File: config.mk
export PLATFORM = sky130hd
export DESIGN_NAME = wheel_velocity_pd_controller
export DESIGN_NICKNAME = d
export VERILOG_FILES = /design/src/sv/wvpd_pkg.sv /design/src/sv/wheel_velocity_pd_controller.sv
export SDC_FILE = /design/constraint.sdc
export NUM_CORES = 1
export LEC_CHECK = 0
export BUFFER_PORTS_ARGS = -buffer_cell sky130_fd_sc_hd__buf_2
export CORE_UTILIZATION = 50
export CTS_BUF_LIST = sky130_fd_sc_hd__clkbuf_8
export DETAILED_ROUTE_END_ITERATION = 7
export GPL_TIMING_DRIVEN = 1
export PLACE_DENSITY = 0.72
export SYNTH_ARGS = -nofsm -noshare
export SYNTH_HDL_FRONTEND = slang
export SYNTH_SLANG_ARGS = --single-unit
File: constraint.sdc
create_clock -name clk -period 18.9 [get_ports clk]
set_clock_uncertainty 0.1 [all_clocks]
set_input_delay 4.725 -clock clk [delete_from_list [all_inputs] [get_ports clk]]
set_output_delay 4.725 -clock clk [all_outputs]
set_load 0.01 [all_outputs]
File: src/sv/wvpd_pkg.sv
// Package for the wheel velocity PD controller: sizes, state and register codes.
// Used by wheel_velocity_pd_controller; depends on nothing else.
package wvpd_pkg;

	localparam int WHEELS      = 4;
	localparam int COUNT_WIDTH = 32;
	localparam int WIDX_W      = (WHEELS > 1) ? $clog2(WHEELS) : 1;

	localparam int TGT_W   = 16;
	localparam int VEL_W   = 18;
	localparam int ERR_W   = 18;
	localparam int GAIN_W  = 12;
	localparam int SCALE_W = 16;
	localparam int MASK_W  = 4;
	localparam int DRV_W   = 17;
	localparam int DUTY_W  = 8;
	localparam int SLOTS   = 4;

	// serial multiplier: signed multiplicand times unsigned multiplier of up to SCALE_W bits
	localparam int PROD_W  = COUNT_WIDTH + SCALE_W + 1;
	localparam int MCNT_W  = $clog2(SCALE_W);
	localparam int PTERM_W = ERR_W + GAIN_W + 1 - 8;
	localparam int SUM_W   = PTERM_W + 3;

	localparam int VEL_LIMIT = 65536;
	localparam int ONE_Q15   = 32768;

	localparam int S_DATA_W   = ((2 * TGT_W + SLOTS * COUNT_WIDTH + 7) / 8) * 8;
	localparam int M_DATA_W   = 16;
	localparam int CFG_IDX_W  = 2;
	localparam int CFG_DATA_W = 16;

	localparam logic REQ_SET  = 1'b0;
	localparam logic REQ_TICK = 1'b1;

	typedef enum logic [CFG_IDX_W-1:0] {
		REG_P_GAIN    = 2'd0,
		REG_D_GAIN    = 2'd1,
		REG_VEL_SCALE = 2'd2,
		REG_DIR_MASK  = 2'd3
	} cfg_reg_t;

	typedef enum logic [3:0] {
		ST_IDLE,
		ST_DELTA,
		ST_MUL_V,
		ST_ERR,
		ST_MUL_P,
		ST_DLOAD,
		ST_MUL_D,
		ST_SUM,
		ST_EMIT
	} state_t;

endpackage

File: src/sv/wheel_velocity_pd_controller.sv
// Four-wheel PD velocity regulator with target feedforward, bit-serial datapath.
// Depends on wvpd_pkg.
//
// Usage:
//  - s_* stream: one word per request. tuser = request type (0 set targets,
//    1 control tick). A set-targets word updates the left/right targets and
//    produces nothing. A tick word produces one m_* word per wheel, FL, FR,
//    BL, BR, with tlast on the final wheel.
//  - cfg_* channel: register writes (0 p_gain, 1 d_gain, 2 velocity_scale,
//    3 forward_dir_mask); always ready, write only while the block is idle.
//  - Timing: a tick runs the wheels one after another through one shared
//    shift-add multiplier, one multiplier bit per cycle, first for the
//    velocity scale, then for P and D, with control steps between them.
//    A set-targets word is handled in the idle state.
//  - s_tready is high only while no tick is in flight.
//  - Output stall: each result sits in an output register; the sequencer
//    waits in its emit step while that register is still full.
//  - Reset clears targets, previous counts and errors, and restores the
//    register defaults (scale 256, direction mask 4'b1011).
module wheel_velocity_pd_controller
	import wvpd_pkg::*;
(
	input  logic                  clk,
	input  logic                  arst_n,
	// s_tdata, lsb up: left_target, right_target, front_left_count,
	// front_right_count, back_left_count, back_right_count
	input  logic                  s_tvalid,
	output logic                  s_tready,
	input  logic [S_DATA_W-1:0]   s_tdata,
	input  logic                  s_tuser,    // req_type
	// m_tdata, lsb up: duty[7:0], clockwise, zero pad
	output logic                  m_tvalid,
	input  logic                  m_tready,
	output logic [M_DATA_W-1:0]   m_tdata,
	output logic [1:0]            m_tuser,    // wheel
	output logic                  m_tlast,
	input  logic                  cfg_valid,
	output logic                  cfg_ready,
	input  logic [CFG_IDX_W-1:0]  cfg_index,
	input  logic [CFG_DATA_W-1:0] cfg_data
);

	// configuration
	logic [GAIN_W-1:0]  p_gain_q, d_gain_q;
	logic [SCALE_W-1:0] scale_q;
	logic [MASK_W-1:0]  dir_mask_q;

	// controller state
	logic signed [TGT_W-1:0]       tgt_q      [2];
	logic        [COUNT_WIDTH-1:0] prev_cnt_q [WHEELS];
	logic signed [ERR_W-1:0]       prev_err_q [WHEELS];

	// sequencer and datapath
	state_t                    state_q, state_d;
	logic [WIDX_W-1:0]         wheel_q;
	logic [MCNT_W-1:0]         mcnt_q;
	logic [COUNT_WIDTH-1:0]    cnt_q [SLOTS];
	logic signed [PROD_W-1:0]  acc_q, mcand_q;
	logic [SCALE_W-1:0]        mplier_q;
	logic signed [ERR_W-1:0]   err_q;
	logic signed [PTERM_W-1:0] pterm_q;
	logic signed [DRV_W-1:0]   drive_q;

	logic [WIDX_W+1:0]         wheel_ext;
	logic [1:0]                slot;
	logic                      last_wheel;
	logic                      out_free;
	logic                      in_acc;
	logic [COUNT_WIDTH-1:0]    delta;
	logic signed [PROD_W-1:0]  acc_shr;
	logic signed [PROD_W-1:0]  acc_step;
	logic signed [VEL_W-1:0]   vel;
	logic signed [TGT_W-1:0]   tgt_sel;
	logic signed [ERR_W-1:0]   err_new;
	logic signed [ERR_W:0]     derr;
	logic signed [SUM_W-1:0]   sum_w;
	logic signed [DRV_W-1:0]   drive_new;
	logic [DRV_W-1:0]          mag;
	logic [DRV_W+7:0]          duty_full;
	logic                      fwd_cw;

	localparam logic signed [PROD_W-1:0] VEL_HI = PROD_W'(VEL_LIMIT);
	localparam logic signed [PROD_W-1:0] VEL_LO = -PROD_W'(VEL_LIMIT);
	localparam logic signed [SUM_W-1:0]  DRV_HI = SUM_W'(ONE_Q15);
	localparam logic signed [SUM_W-1:0]  DRV_LO = -SUM_W'(ONE_Q15);

	assign cfg_ready = 1'b1;
	assign in_acc    = s_tvalid && s_tready;
	assign out_free  = !m_tvalid || m_tready;

	// wheel w uses count field, mask bit and label (w mod 4)
	assign wheel_ext  = {2'b00, wheel_q};
	assign slot       = wheel_ext[1:0];
	assign last_wheel = (wheel_q == WIDX_W'(WHEELS - 1));

	// datapath
	assign delta    = cnt_q[slot] - prev_cnt_q[wheel_q];
	assign acc_shr  = acc_q >>> 8;              // floor divide by 256
	assign acc_step = mplier_q[0] ? acc_q + mcand_q : acc_q;
	assign tgt_sel  = tgt_q[wheel_q[0]];        // even wheels left side

	always_comb begin
		if (acc_shr > VEL_HI) begin
			vel = VEL_W'(VEL_LIMIT);
		end else if (acc_shr < VEL_LO) begin
			vel = -VEL_W'(VEL_LIMIT);
		end else begin
			vel = acc_shr[VEL_W-1:0];
		end
	end

	assign err_new = ERR_W'(tgt_sel) - vel;
	assign derr    = (ERR_W+1)'(err_q) - (ERR_W+1)'(prev_err_q[wheel_q]);
	assign sum_w   = SUM_W'(tgt_sel) + SUM_W'(pterm_q) + $signed(acc_shr[SUM_W-1:0]);

	always_comb begin
		if (sum_w > DRV_HI) begin
			drive_new = DRV_W'(ONE_Q15);
		end else if (sum_w < DRV_LO) begin
			drive_new = -DRV_W'(ONE_Q15);
		end else begin
			drive_new = sum_w[DRV_W-1:0];
		end
	end

	// duty = |drive| * 255 >> 15, as (mag << 8) - mag
	assign mag       = drive_q[DRV_W-1] ? DRV_W'(-drive_q) : DRV_W'(drive_q);
	assign duty_full = {mag, 8'd0} - {8'd0, mag};
	assign fwd_cw    = dir_mask_q[slot];

	// sequencer
	always_ff @(posedge clk or negedge arst_n) begin
		if (!arst_n) begin
			state_q <= ST_IDLE;
		end else begin
			state_q <= state_d;
		end
	end

	always_comb begin
		state_d  = state_q;
		s_tready = 1'b0;
		unique case (state_q)
			ST_IDLE: begin
				s_tready = 1'b1;
				if (s_tvalid && s_tuser == REQ_TICK) begin
					state_d = ST_DELTA;
				end
			end
			ST_DELTA: state_d = ST_MUL_V;
			ST_MUL_V: begin
				if (mcnt_q == '0) state_d = ST_ERR;
			end
			ST_ERR:   state_d = ST_MUL_P;
			ST_MUL_P: begin
				if (mcnt_q == '0) state_d = ST_DLOAD;
			end
			ST_DLOAD: state_d = ST_MUL_D;
			ST_MUL_D: begin
				if (mcnt_q == '0) state_d = ST_SUM;
			end
			ST_SUM:   state_d = ST_EMIT;
			ST_EMIT: begin
				if (out_free) begin
					state_d = last_wheel ? ST_IDLE : ST_DELTA;
				end
			end
			default:  state_d = ST_IDLE;
		endcase
	end

	// configuration writes
	always_ff @(posedge clk or negedge arst_n) begin
		if (!arst_n) begin
			p_gain_q   <= '0;
			d_gain_q   <= '0;
			scale_q    <= SCALE_W'(256);
			dir_mask_q <= MASK_W'(11);
		end else if (cfg_valid && cfg_ready) begin
			unique case (cfg_reg_t'(cfg_index))
				REG_P_GAIN:    p_gain_q   <= cfg_data[GAIN_W-1:0];
				REG_D_GAIN:    d_gain_q   <= cfg_data[GAIN_W-1:0];
				REG_VEL_SCALE: scale_q    <= cfg_data[SCALE_W-1:0];
				REG_DIR_MASK:  dir_mask_q <= cfg_data[MASK_W-1:0];
				default: ;
			endcase
		end
	end

	// control and persistent state
	always_ff @(posedge clk or negedge arst_n) begin
		if (!arst_n) begin
			wheel_q  <= '0;
			m_tvalid <= 1'b0;
			tgt_q[0] <= '0;
			tgt_q[1] <= '0;
			for (int i = 0; i < WHEELS; i++) begin
				prev_cnt_q[i] <= '0;
				prev_err_q[i] <= '0;
			end
		end else begin
			// the emit step reloads the output word itself
			if (state_q != ST_EMIT && m_tvalid && m_tready) m_tvalid <= 1'b0;
			case (state_q)
				ST_IDLE: begin
					if (in_acc) begin
						wheel_q <= '0;
						if (s_tuser == REQ_SET) begin
							tgt_q[0] <= s_tdata[TGT_W-1:0];
							tgt_q[1] <= s_tdata[2*TGT_W-1:TGT_W];
						end
					end
				end
				ST_DELTA: prev_cnt_q[wheel_q] <= cnt_q[slot];
				ST_DLOAD: prev_err_q[wheel_q] <= err_q;
				ST_EMIT: begin
					if (out_free) begin
						m_tvalid <= 1'b1;
						wheel_q  <= wheel_q + 1'b1;
					end
				end
				default: ;
			endcase
		end
	end

	// datapath registers, no reset needed
	always_ff @(posedge clk) begin
		case (state_q)
			ST_IDLE: begin
				if (in_acc) begin
					for (int i = 0; i < SLOTS; i++) begin
						cnt_q[i] <= s_tdata[2*TGT_W + i*COUNT_WIDTH +: COUNT_WIDTH];
					end
				end
			end
			ST_DELTA: begin
				acc_q    <= '0;
				mcand_q  <= PROD_W'($signed(delta));
				mplier_q <= scale_q;
				mcnt_q   <= MCNT_W'(SCALE_W - 1);
			end
			ST_MUL_V, ST_MUL_P, ST_MUL_D: begin
				acc_q    <= acc_step;
				mcand_q  <= mcand_q <<< 1;
				mplier_q <= mplier_q >> 1;
				mcnt_q   <= mcnt_q - 1'b1;
			end
			ST_ERR: begin
				err_q    <= err_new;
				acc_q    <= '0;
				mcand_q  <= PROD_W'(err_new);
				mplier_q <= SCALE_W'(p_gain_q);
				mcnt_q   <= MCNT_W'(GAIN_W - 1);
			end
			ST_DLOAD: begin
				pterm_q  <= acc_shr[PTERM_W-1:0];
				acc_q    <= '0;
				mcand_q  <= PROD_W'(derr);
				mplier_q <= SCALE_W'(d_gain_q);
				mcnt_q   <= MCNT_W'(GAIN_W - 1);
			end
			ST_SUM: drive_q <= drive_new;
			ST_EMIT: begin
				if (out_free) begin
					m_tdata <= {{(M_DATA_W-DUTY_W-1){1'b0}},
						(drive_q > 0) ? fwd_cw : ~fwd_cw,
						duty_full[15 +: DUTY_W]};
					m_tuser <= slot;
					m_tlast <= last_wheel;
				end
			end
			default: ;
		endcase
	end

endmodule
==> metrics.txt, run 1 <==
asr flop ratio synth=0.472; clk root buf=clkbuf_8; initial core utilization=0.505; initial antenna violation count=7; DR vias=roughly 22000; Worst Max-Slew Pin Slew=1.16 ns; CP Class=reg2out; Seq/Total Area, Yosys=0.511; ys flop type=edfxtp_1; Die Y-Extent=approximately 260 um; Tmin final=6.67 ns; WL per Instance=20.7 um; Max Root-Sink Buffers=3; io pins=slightly above 200; drt pass-1 iters=7; fmax=150 MHz; Relative slew margins=0.223; Worst R2R Start=slot[0]; Final #Nets=~3100; total global routing overflow=0; gr usage total=0.234; gp weighted congestion=between 0.9 and 1; CP startpoint kind=flip-flop; final WL=approximately 77 mm; status=completed; die width=approximately 260 um; crit path max fanout=10; Yosys warning count=0; initial DRC count=roughly 1700; RSZ-0062 raised after global routing=no; CP Capture Type=primary output; share of layout cells above drive strength 1=0.273; Clock Sinks=around 600; Netlist cell types=86; Critical Path RT=between 10 and 15 ns; CTS Hold Buffers Added=0; post-CTS setup buffer count=0; residual DRC count=0; hold_sp=prev_err_q[36]; CTS Buf Count=100; RR Endpoint=mcand_q[47]; TNS Setup=0 ns; die area=about 66000 um^2; dpl hpwl=~55 mm; # resized after CTS=0; Detail Route Antenna Nets=0; Reg2Reg Depth=16; reg-to-reg slack, setup=between 10 and 15 ns; hold depth=2; H-tree levels=3; fin crit share=0.353; Area Growth Syn to Fin=12.2%; area of the multi-input gates=roughly 15000 um^2; Worst Path Arrival=1.85 ns; # Max-Cap Violations=0; Hold Path End=prev_err_q[36]; top-area cell type share of the netlist area=0.293; routed vias/inst=a little under 6; clk_lat worst skew=approximately 0.7 ns; Fill cells=~5300; Rows=93; leading post-synthesis cells by cell area=edfxtp_1, dfrtp_1, mux2_2, ha_1, mux4_2; CTS tree=done; Post-synth EDFFs=roughly 320; largest net degree at the start of global routing=150; vias in the first global route=around 22000; Worst Hold Class=reg2reg; post-synthesis register bit count=between 500 and 600; post-synthesis cell count=2546; Storage cell area=16600 um^2; Hold Fails Final Rpt=0; post-synthesis average cell area=12.7 um^2; Setup-failing EPs final=0; Reg clk slew, reported paths=approximately 0.060 ns; first-pass GRT wire length=between 100 and 150 mm; Cell Area, Synth=between 30000 and 40000 um^2; Max Slew Vio Count=0; post-synth top area cell=edfxtp_1; core area=about 64000 um^2; IO Port Bufs=just under 200
==> critical path, cell delays in order, from the launching register on <==
cell	delay [ns]
dfrtp_1	0.50
nor4_1	0.32
buf_4	0.21
buf_2	0.14
==> synth_stat cells (30+ instances only) <==
cell	n
fa_1	30
nand3_1	30
a21oi_1	129
o21a_1	32
xor2_1	61
nand2_1	135
xnor2_1	80
a21o_1	78
nor2_1	149
o21ai_0	100
dfrtp_1	279
clkbuf_1	71
ha_1	153
mux2_2	282
edfxtp_1	316
inv_1	87
mux4_2	83
==> placed cells by master (no fill, tap or decap), types with 10 or more instances in the layout <==
cell type / instances
edfxtp_1: 316
mux2_2: 282
dfrtp_1: 277
buf_2: 196
ha_1: 153
nor2_1: 149
nand2_1: 135
a21oi_1: 129
clkbuf_8: 118
inv_1: 116
o21ai_0: 100
mux4_2: 83
xnor2_1: 80
a21o_1: 78
xor2_1: 61
nand3_1: 30
o21a_1: 30
fa_1: 30
nand4_1: 27
nand2b_1: 27
nor3_1: 26
buf_4: 25
a222oi_1: 20
a31oi_1: 18
nor4_1: 17
nor2b_1: 17
o211ai_1: 17
a221o_1: 17
clkinv_2: 17
a211oi_1: 16
or3_1: 14
o31ai_1: 13
clkinv_1: 13
o21bai_1: 13
and2_1: 10
==> state kept, by name, summed over array words and instances, names as in the netlist, 16 cells and up <==
signal      count
acc_q          49
cnt_q         128
drive_q        17
err_q          18
mcand_q        49
mplier_q       16
prev_cnt_q    128
prev_err_q     72
pterm_q        23
scale_q        16
tgt_q          32
==> kinds of logic (layout without fill, tap and decap cells) <==
kind of cell	count (synthesis)	after routing	synth area share
flip-flops	599	599	0.511
buffers and inverters	195	500	0.0243
AND/OR/NAND/NOR	517	517	0.0790
XOR/XNOR	141	141	0.0381
multiplexers	373	373	0.158
adder cells (fa/ha/maj)	183	183	0.0775
other	2	9	0.000231
AO/OA/AOI/OAI	536	536	0.112
==> through the flow <==
stage                util  cell area [um^2]  std cells  setup WS [ns]  hold WS (ns)
finish              0.566             36400       3713          12.23         0.387
global route        0.566             36400       3713          12.11         0.402
CTS                 0.566             36400       3712          12.16         0.385
detailed placement  0.534             34300       3522          12.06         0.372
global placement    0.534             34300       3522          12.16         0.358
floorplan               -             32500       2552          10.14         0.345
==> layout make-up <==
type / instances / area share
sequential: 599 / 0.456
multi-input combinational: 1758 / 0.416
clock buffer: 118 / 0.0446
timing repair buffer: 223 / 0.0331
tap: 855 / 0.0294
clock inverter: 72 / 0.0122
inverter: 87 / 0.00898
antenna: 1 / 0.0000688
==> layer usage <==
metal	global-route usage	vias to the layer above	share of wire
met5	0	-	0.00077
met4	0.0908	8	0.030
met3	0.0383	133	0.053
met2	0.386	651	0.48
met1	0.310	11000	0.43
li1	-	10100	-
==> worst max path at each step <==
stage                           from     endpoint  cells after the start
final                     state_q[2]     s_tready                      3
after global routing      state_q[2]     s_tready                      3
after CTS                 state_q[2]     s_tready                      3
after detailed placement    s_tvalid  cnt_q[1][5]                      3
after global placement      s_tvalid  cnt_q[0][5]                      3
after floorplan             s_tvalid     tgt_q[0]                      5
Power of run 1 is left out: the tool's default activity adds up to more than one toggle a clock period on the data nets, which glitch-free logic cannot reach.
==> run 2, diff against run 1 <==
--- a/config.mk
+++ b/config.mk
@@ -10,7 +10,7 @@
 export CTS_BUF_LIST = sky130_fd_sc_hd__clkbuf_8
 export DETAILED_ROUTE_END_ITERATION = 7
 export GPL_TIMING_DRIVEN = 1
-export PLACE_DENSITY = 0.72
+export PLACE_DENSITY = 0.74
 export SYNTH_ARGS = -nofsm -noshare
 export SYNTH_HDL_FRONTEND = slang
 export SYNTH_SLANG_ARGS = --single-unit
==> constraint.sdc (replaced) <==
create_clock -name clk -period 5.4 [get_ports clk]
set_clock_uncertainty 0.1 [all_clocks]
set_input_delay 1.35 -clock clk [delete_from_list [all_inputs] [get_ports clk]]
set_output_delay 1.35 -clock clk [all_outputs]
set_load 0.01 [all_outputs]
==> run 2 against run 1 <==
Clock-buffer cell count is 2 lower. Critical path depth is 14 higher. Die area stayed put. Wire length is 2.2% higher. Global-route usage is 0.47 points higher. Cell count is 0.78% higher. Sequential share of layout area is 0.38 points lower. First-iteration DRC count is 4.2% lower. Utilization is 0.48 points higher. Final area is 0.84% higher. Worst setup slack worse by 12 ns. Critical endpoint is now mcand_q[47]. Largest cell class unchanged.
==> metrics.txt, run 2 (synthesized netlist as in run 1, its figures left out) <==
CTS Hold Buffers Added=0 (unchanged); CTS Buf Count=102 (+2.0%); io pins=206 (unchanged); die area=65900 um^2 (unchanged); IO Port Bufs=197 (unchanged); Detail Route Antenna Nets=0 (unchanged); Worst R2R Start=acc_q[21]; Worst Path Arrival=5.43 ns (+3.58 ns); hold depth=2 (unchanged); Worst Hold Class=reg2reg; Worst Setup SP=acc_q[21]; Setup-failing EPs final=0 (unchanged); Critical Path RT=5.76 ns (-8.31 ns); worst path cell trace=or4_1, o31ai_1, a22o_2, nand2_1, ha_1, o21a_1, o31ai_1, buf_4, a211oi_1, nor2_1, o21ai_2, mux2i_1, a21oi_1, o21ai_1, or3b_1, buf_12, a21o_1; H-tree levels=3 (unchanged); Relative slew margins=0.265 (+0.0426); Final #Nets=3164 (+0.89%); fin crit share=0.939; share of layout cells above drive strength 1=0.279 (+0.00592); initial core utilization=0.505 (unchanged); final WL=78.6 mm (+2.2%); DR vias=22100 (+0.89%); CP most frequent cell=o31ai_1; Die Y-Extent=257 um (unchanged); Max Slew Vio Count=0 (unchanged); fin util=0.571 (+0.00477); WL per Instance=21.0 um (+1.4%); Largest regs=cnt_q: 128 flops, prev_cnt_q: 128 flops, prev_err_q: 72 flops; die width=257 um (unchanged); reg-to-reg slack, setup=0.33 ns (-12.49 ns); CP Capture Type=flip-flop; gr usage total=0.239 (+0.00473); TNS Setup=0 ns (unchanged); Critical Path Sink=mcand_q[47]; CP startpoint kind=flip-flop; first-pass GRT wire length=124 mm (+1.7%); core area=64200 um^2 (unchanged); Worst Max-Slew Pin Slew=1.10 ns (-0.0637 ns); clk_lat worst skew=0.72 ns (+0.02 ns); post-CTS setup buffer count=0 (unchanged); total global routing overflow=0 (unchanged); residual DRC count=0 (unchanged); Reg2Reg Depth=17 (+1); CP Depth=17 (+14); RR Endpoint=mcand_q[47]; # Max-Cap Violations=0 (unchanged); fmax=roughly 200 MHz; CP Class=reg2reg; status=completed; # resized after CTS=0 (unchanged); Max Root-Sink Buffers=3 (unchanged); Critical Path Max Stage Delay=0.58 ns (+0.08 ns); dpl hpwl=57.0 mm (+3.4%); crit path max fanout=18 (+8); initial antenna violation count=3 (-4); RSZ-0062 raised after global routing=no; vias in the first global route=22700 (+1.2%); Hold Fails Final Rpt=0 (unchanged); Rows=93 (unchanged); Tmin final=between 5 and 6 ns; WP buf/inv=2 (unchanged); drt pass-1 iters=6 (-1); Reg clk slew, reported paths=0.06 ns (about the same); commonest non-fill, non-tap cells in the layout=edfxtp_1, mux2_2, dfrtp_1, buf_2, ha_1; Area Growth Syn to Fin=13.1%; initial DRC count=1605 (-4.2%); Clock Sinks=599 (unchanged); most common cell after layout, fill and taps aside=edfxtp_1; gp weighted congestion=0.919 (-5.5%); largest net degree at the start of global routing=111 (-26%); CTS tree=done; routed vias/inst=5.89 (+0.11%); Critical-path top delay cell=or4_1; critical path's top delay family=compound AO/OA/AOI/OAI gates; clk root buf=clkbuf_8
==> run 2: cell count changes in the layout (fill, tap and decap cells not counted), moves of 2 or more <==
cell | previous run | this run
clkbuf_8 | 118 | 116
buf_12 | 1 | 7
clkinvlp_4 | 4 | 2
inv_1 | 116 | 120
buf_4 | 25 | 45
bufinv_16 | 4 | 6
clkinv_1 | 13 | 15
==> run 2: layout make-up <==
class / instances / area (um^2)
Fill cell: 5226 / 27500
Clock buffer: 116 / 1600
Clock inverter: 77 / 503
Inverter: 87 / 327
Antenna cell: 1 / 2.50
Tap cell: 855 / 1070
Sequential cell: 599 / 16600
Multi-Input combinational cell: 1758 / 15100
Timing Repair Buffer: 249 / 1470
==> run 2: worst min-delay path by stage <==
stage / start / to / slack (ns)
floorplan: prev_cnt_q[32] / prev_cnt_q[32] / 0.34
global placement: prev_cnt_q[96] / prev_cnt_q[96] / 0.36
detailed placement: prev_cnt_q[1] / prev_cnt_q[1] / 0.37
CTS: prev_cnt_q[1] / prev_cnt_q[1] / 0.38
global route: prev_cnt_q[1] / prev_cnt_q[1] / 0.41
finish: prev_cnt_q[1] / prev_cnt_q[1] / 0.39
==> run 2: worst register-to-register path: cells and delay by family, from the launching register on <==
kind	cells	cell delay [ns]
simple gates	4	1.25
flops	1	0.57
buf+inv	2	0.33
fa+ha+maj	1	0.35
mux	1	0.11
compound gates	9	2.11
==> run 2: per-stage QoR <==
| stage | area, um^2 | setup WS (ns) | hold slack (ns) | std cells |
|---|---|---|---|---|
| 3_5_place_dp | 34600 | 0.143 | 0.370 | 3548 |
| 3_3_place_gp | 34600 | 0.280 | 0.357 | 3548 |
| 5_1_grt | 36700 | 0.0159 | 0.409 | 3741 |
| 4_1_cts | 36700 | 0.139 | 0.384 | 3741 |
| 6_report | 36700 | 0.330 | 0.388 | 3742 |
| 2_1_floorplan | 32500 | 0.0159 | 0.345 | 2552 |
==> run 2: metal layers <==
| metal | track usage | routed length (um) | share of wire |
|---|---|---|---|
| met4 | 0.0952 | 2800 | 0.036 |
| met2 | 0.396 | 37800 | 0.48 |
| met5 | 0 | 0 | 0 |
| met3 | 0.0410 | 4510 | 0.057 |
| met1 | 0.312 | 33500 | 0.43 |
Power of run 2 is left out for the same reason.
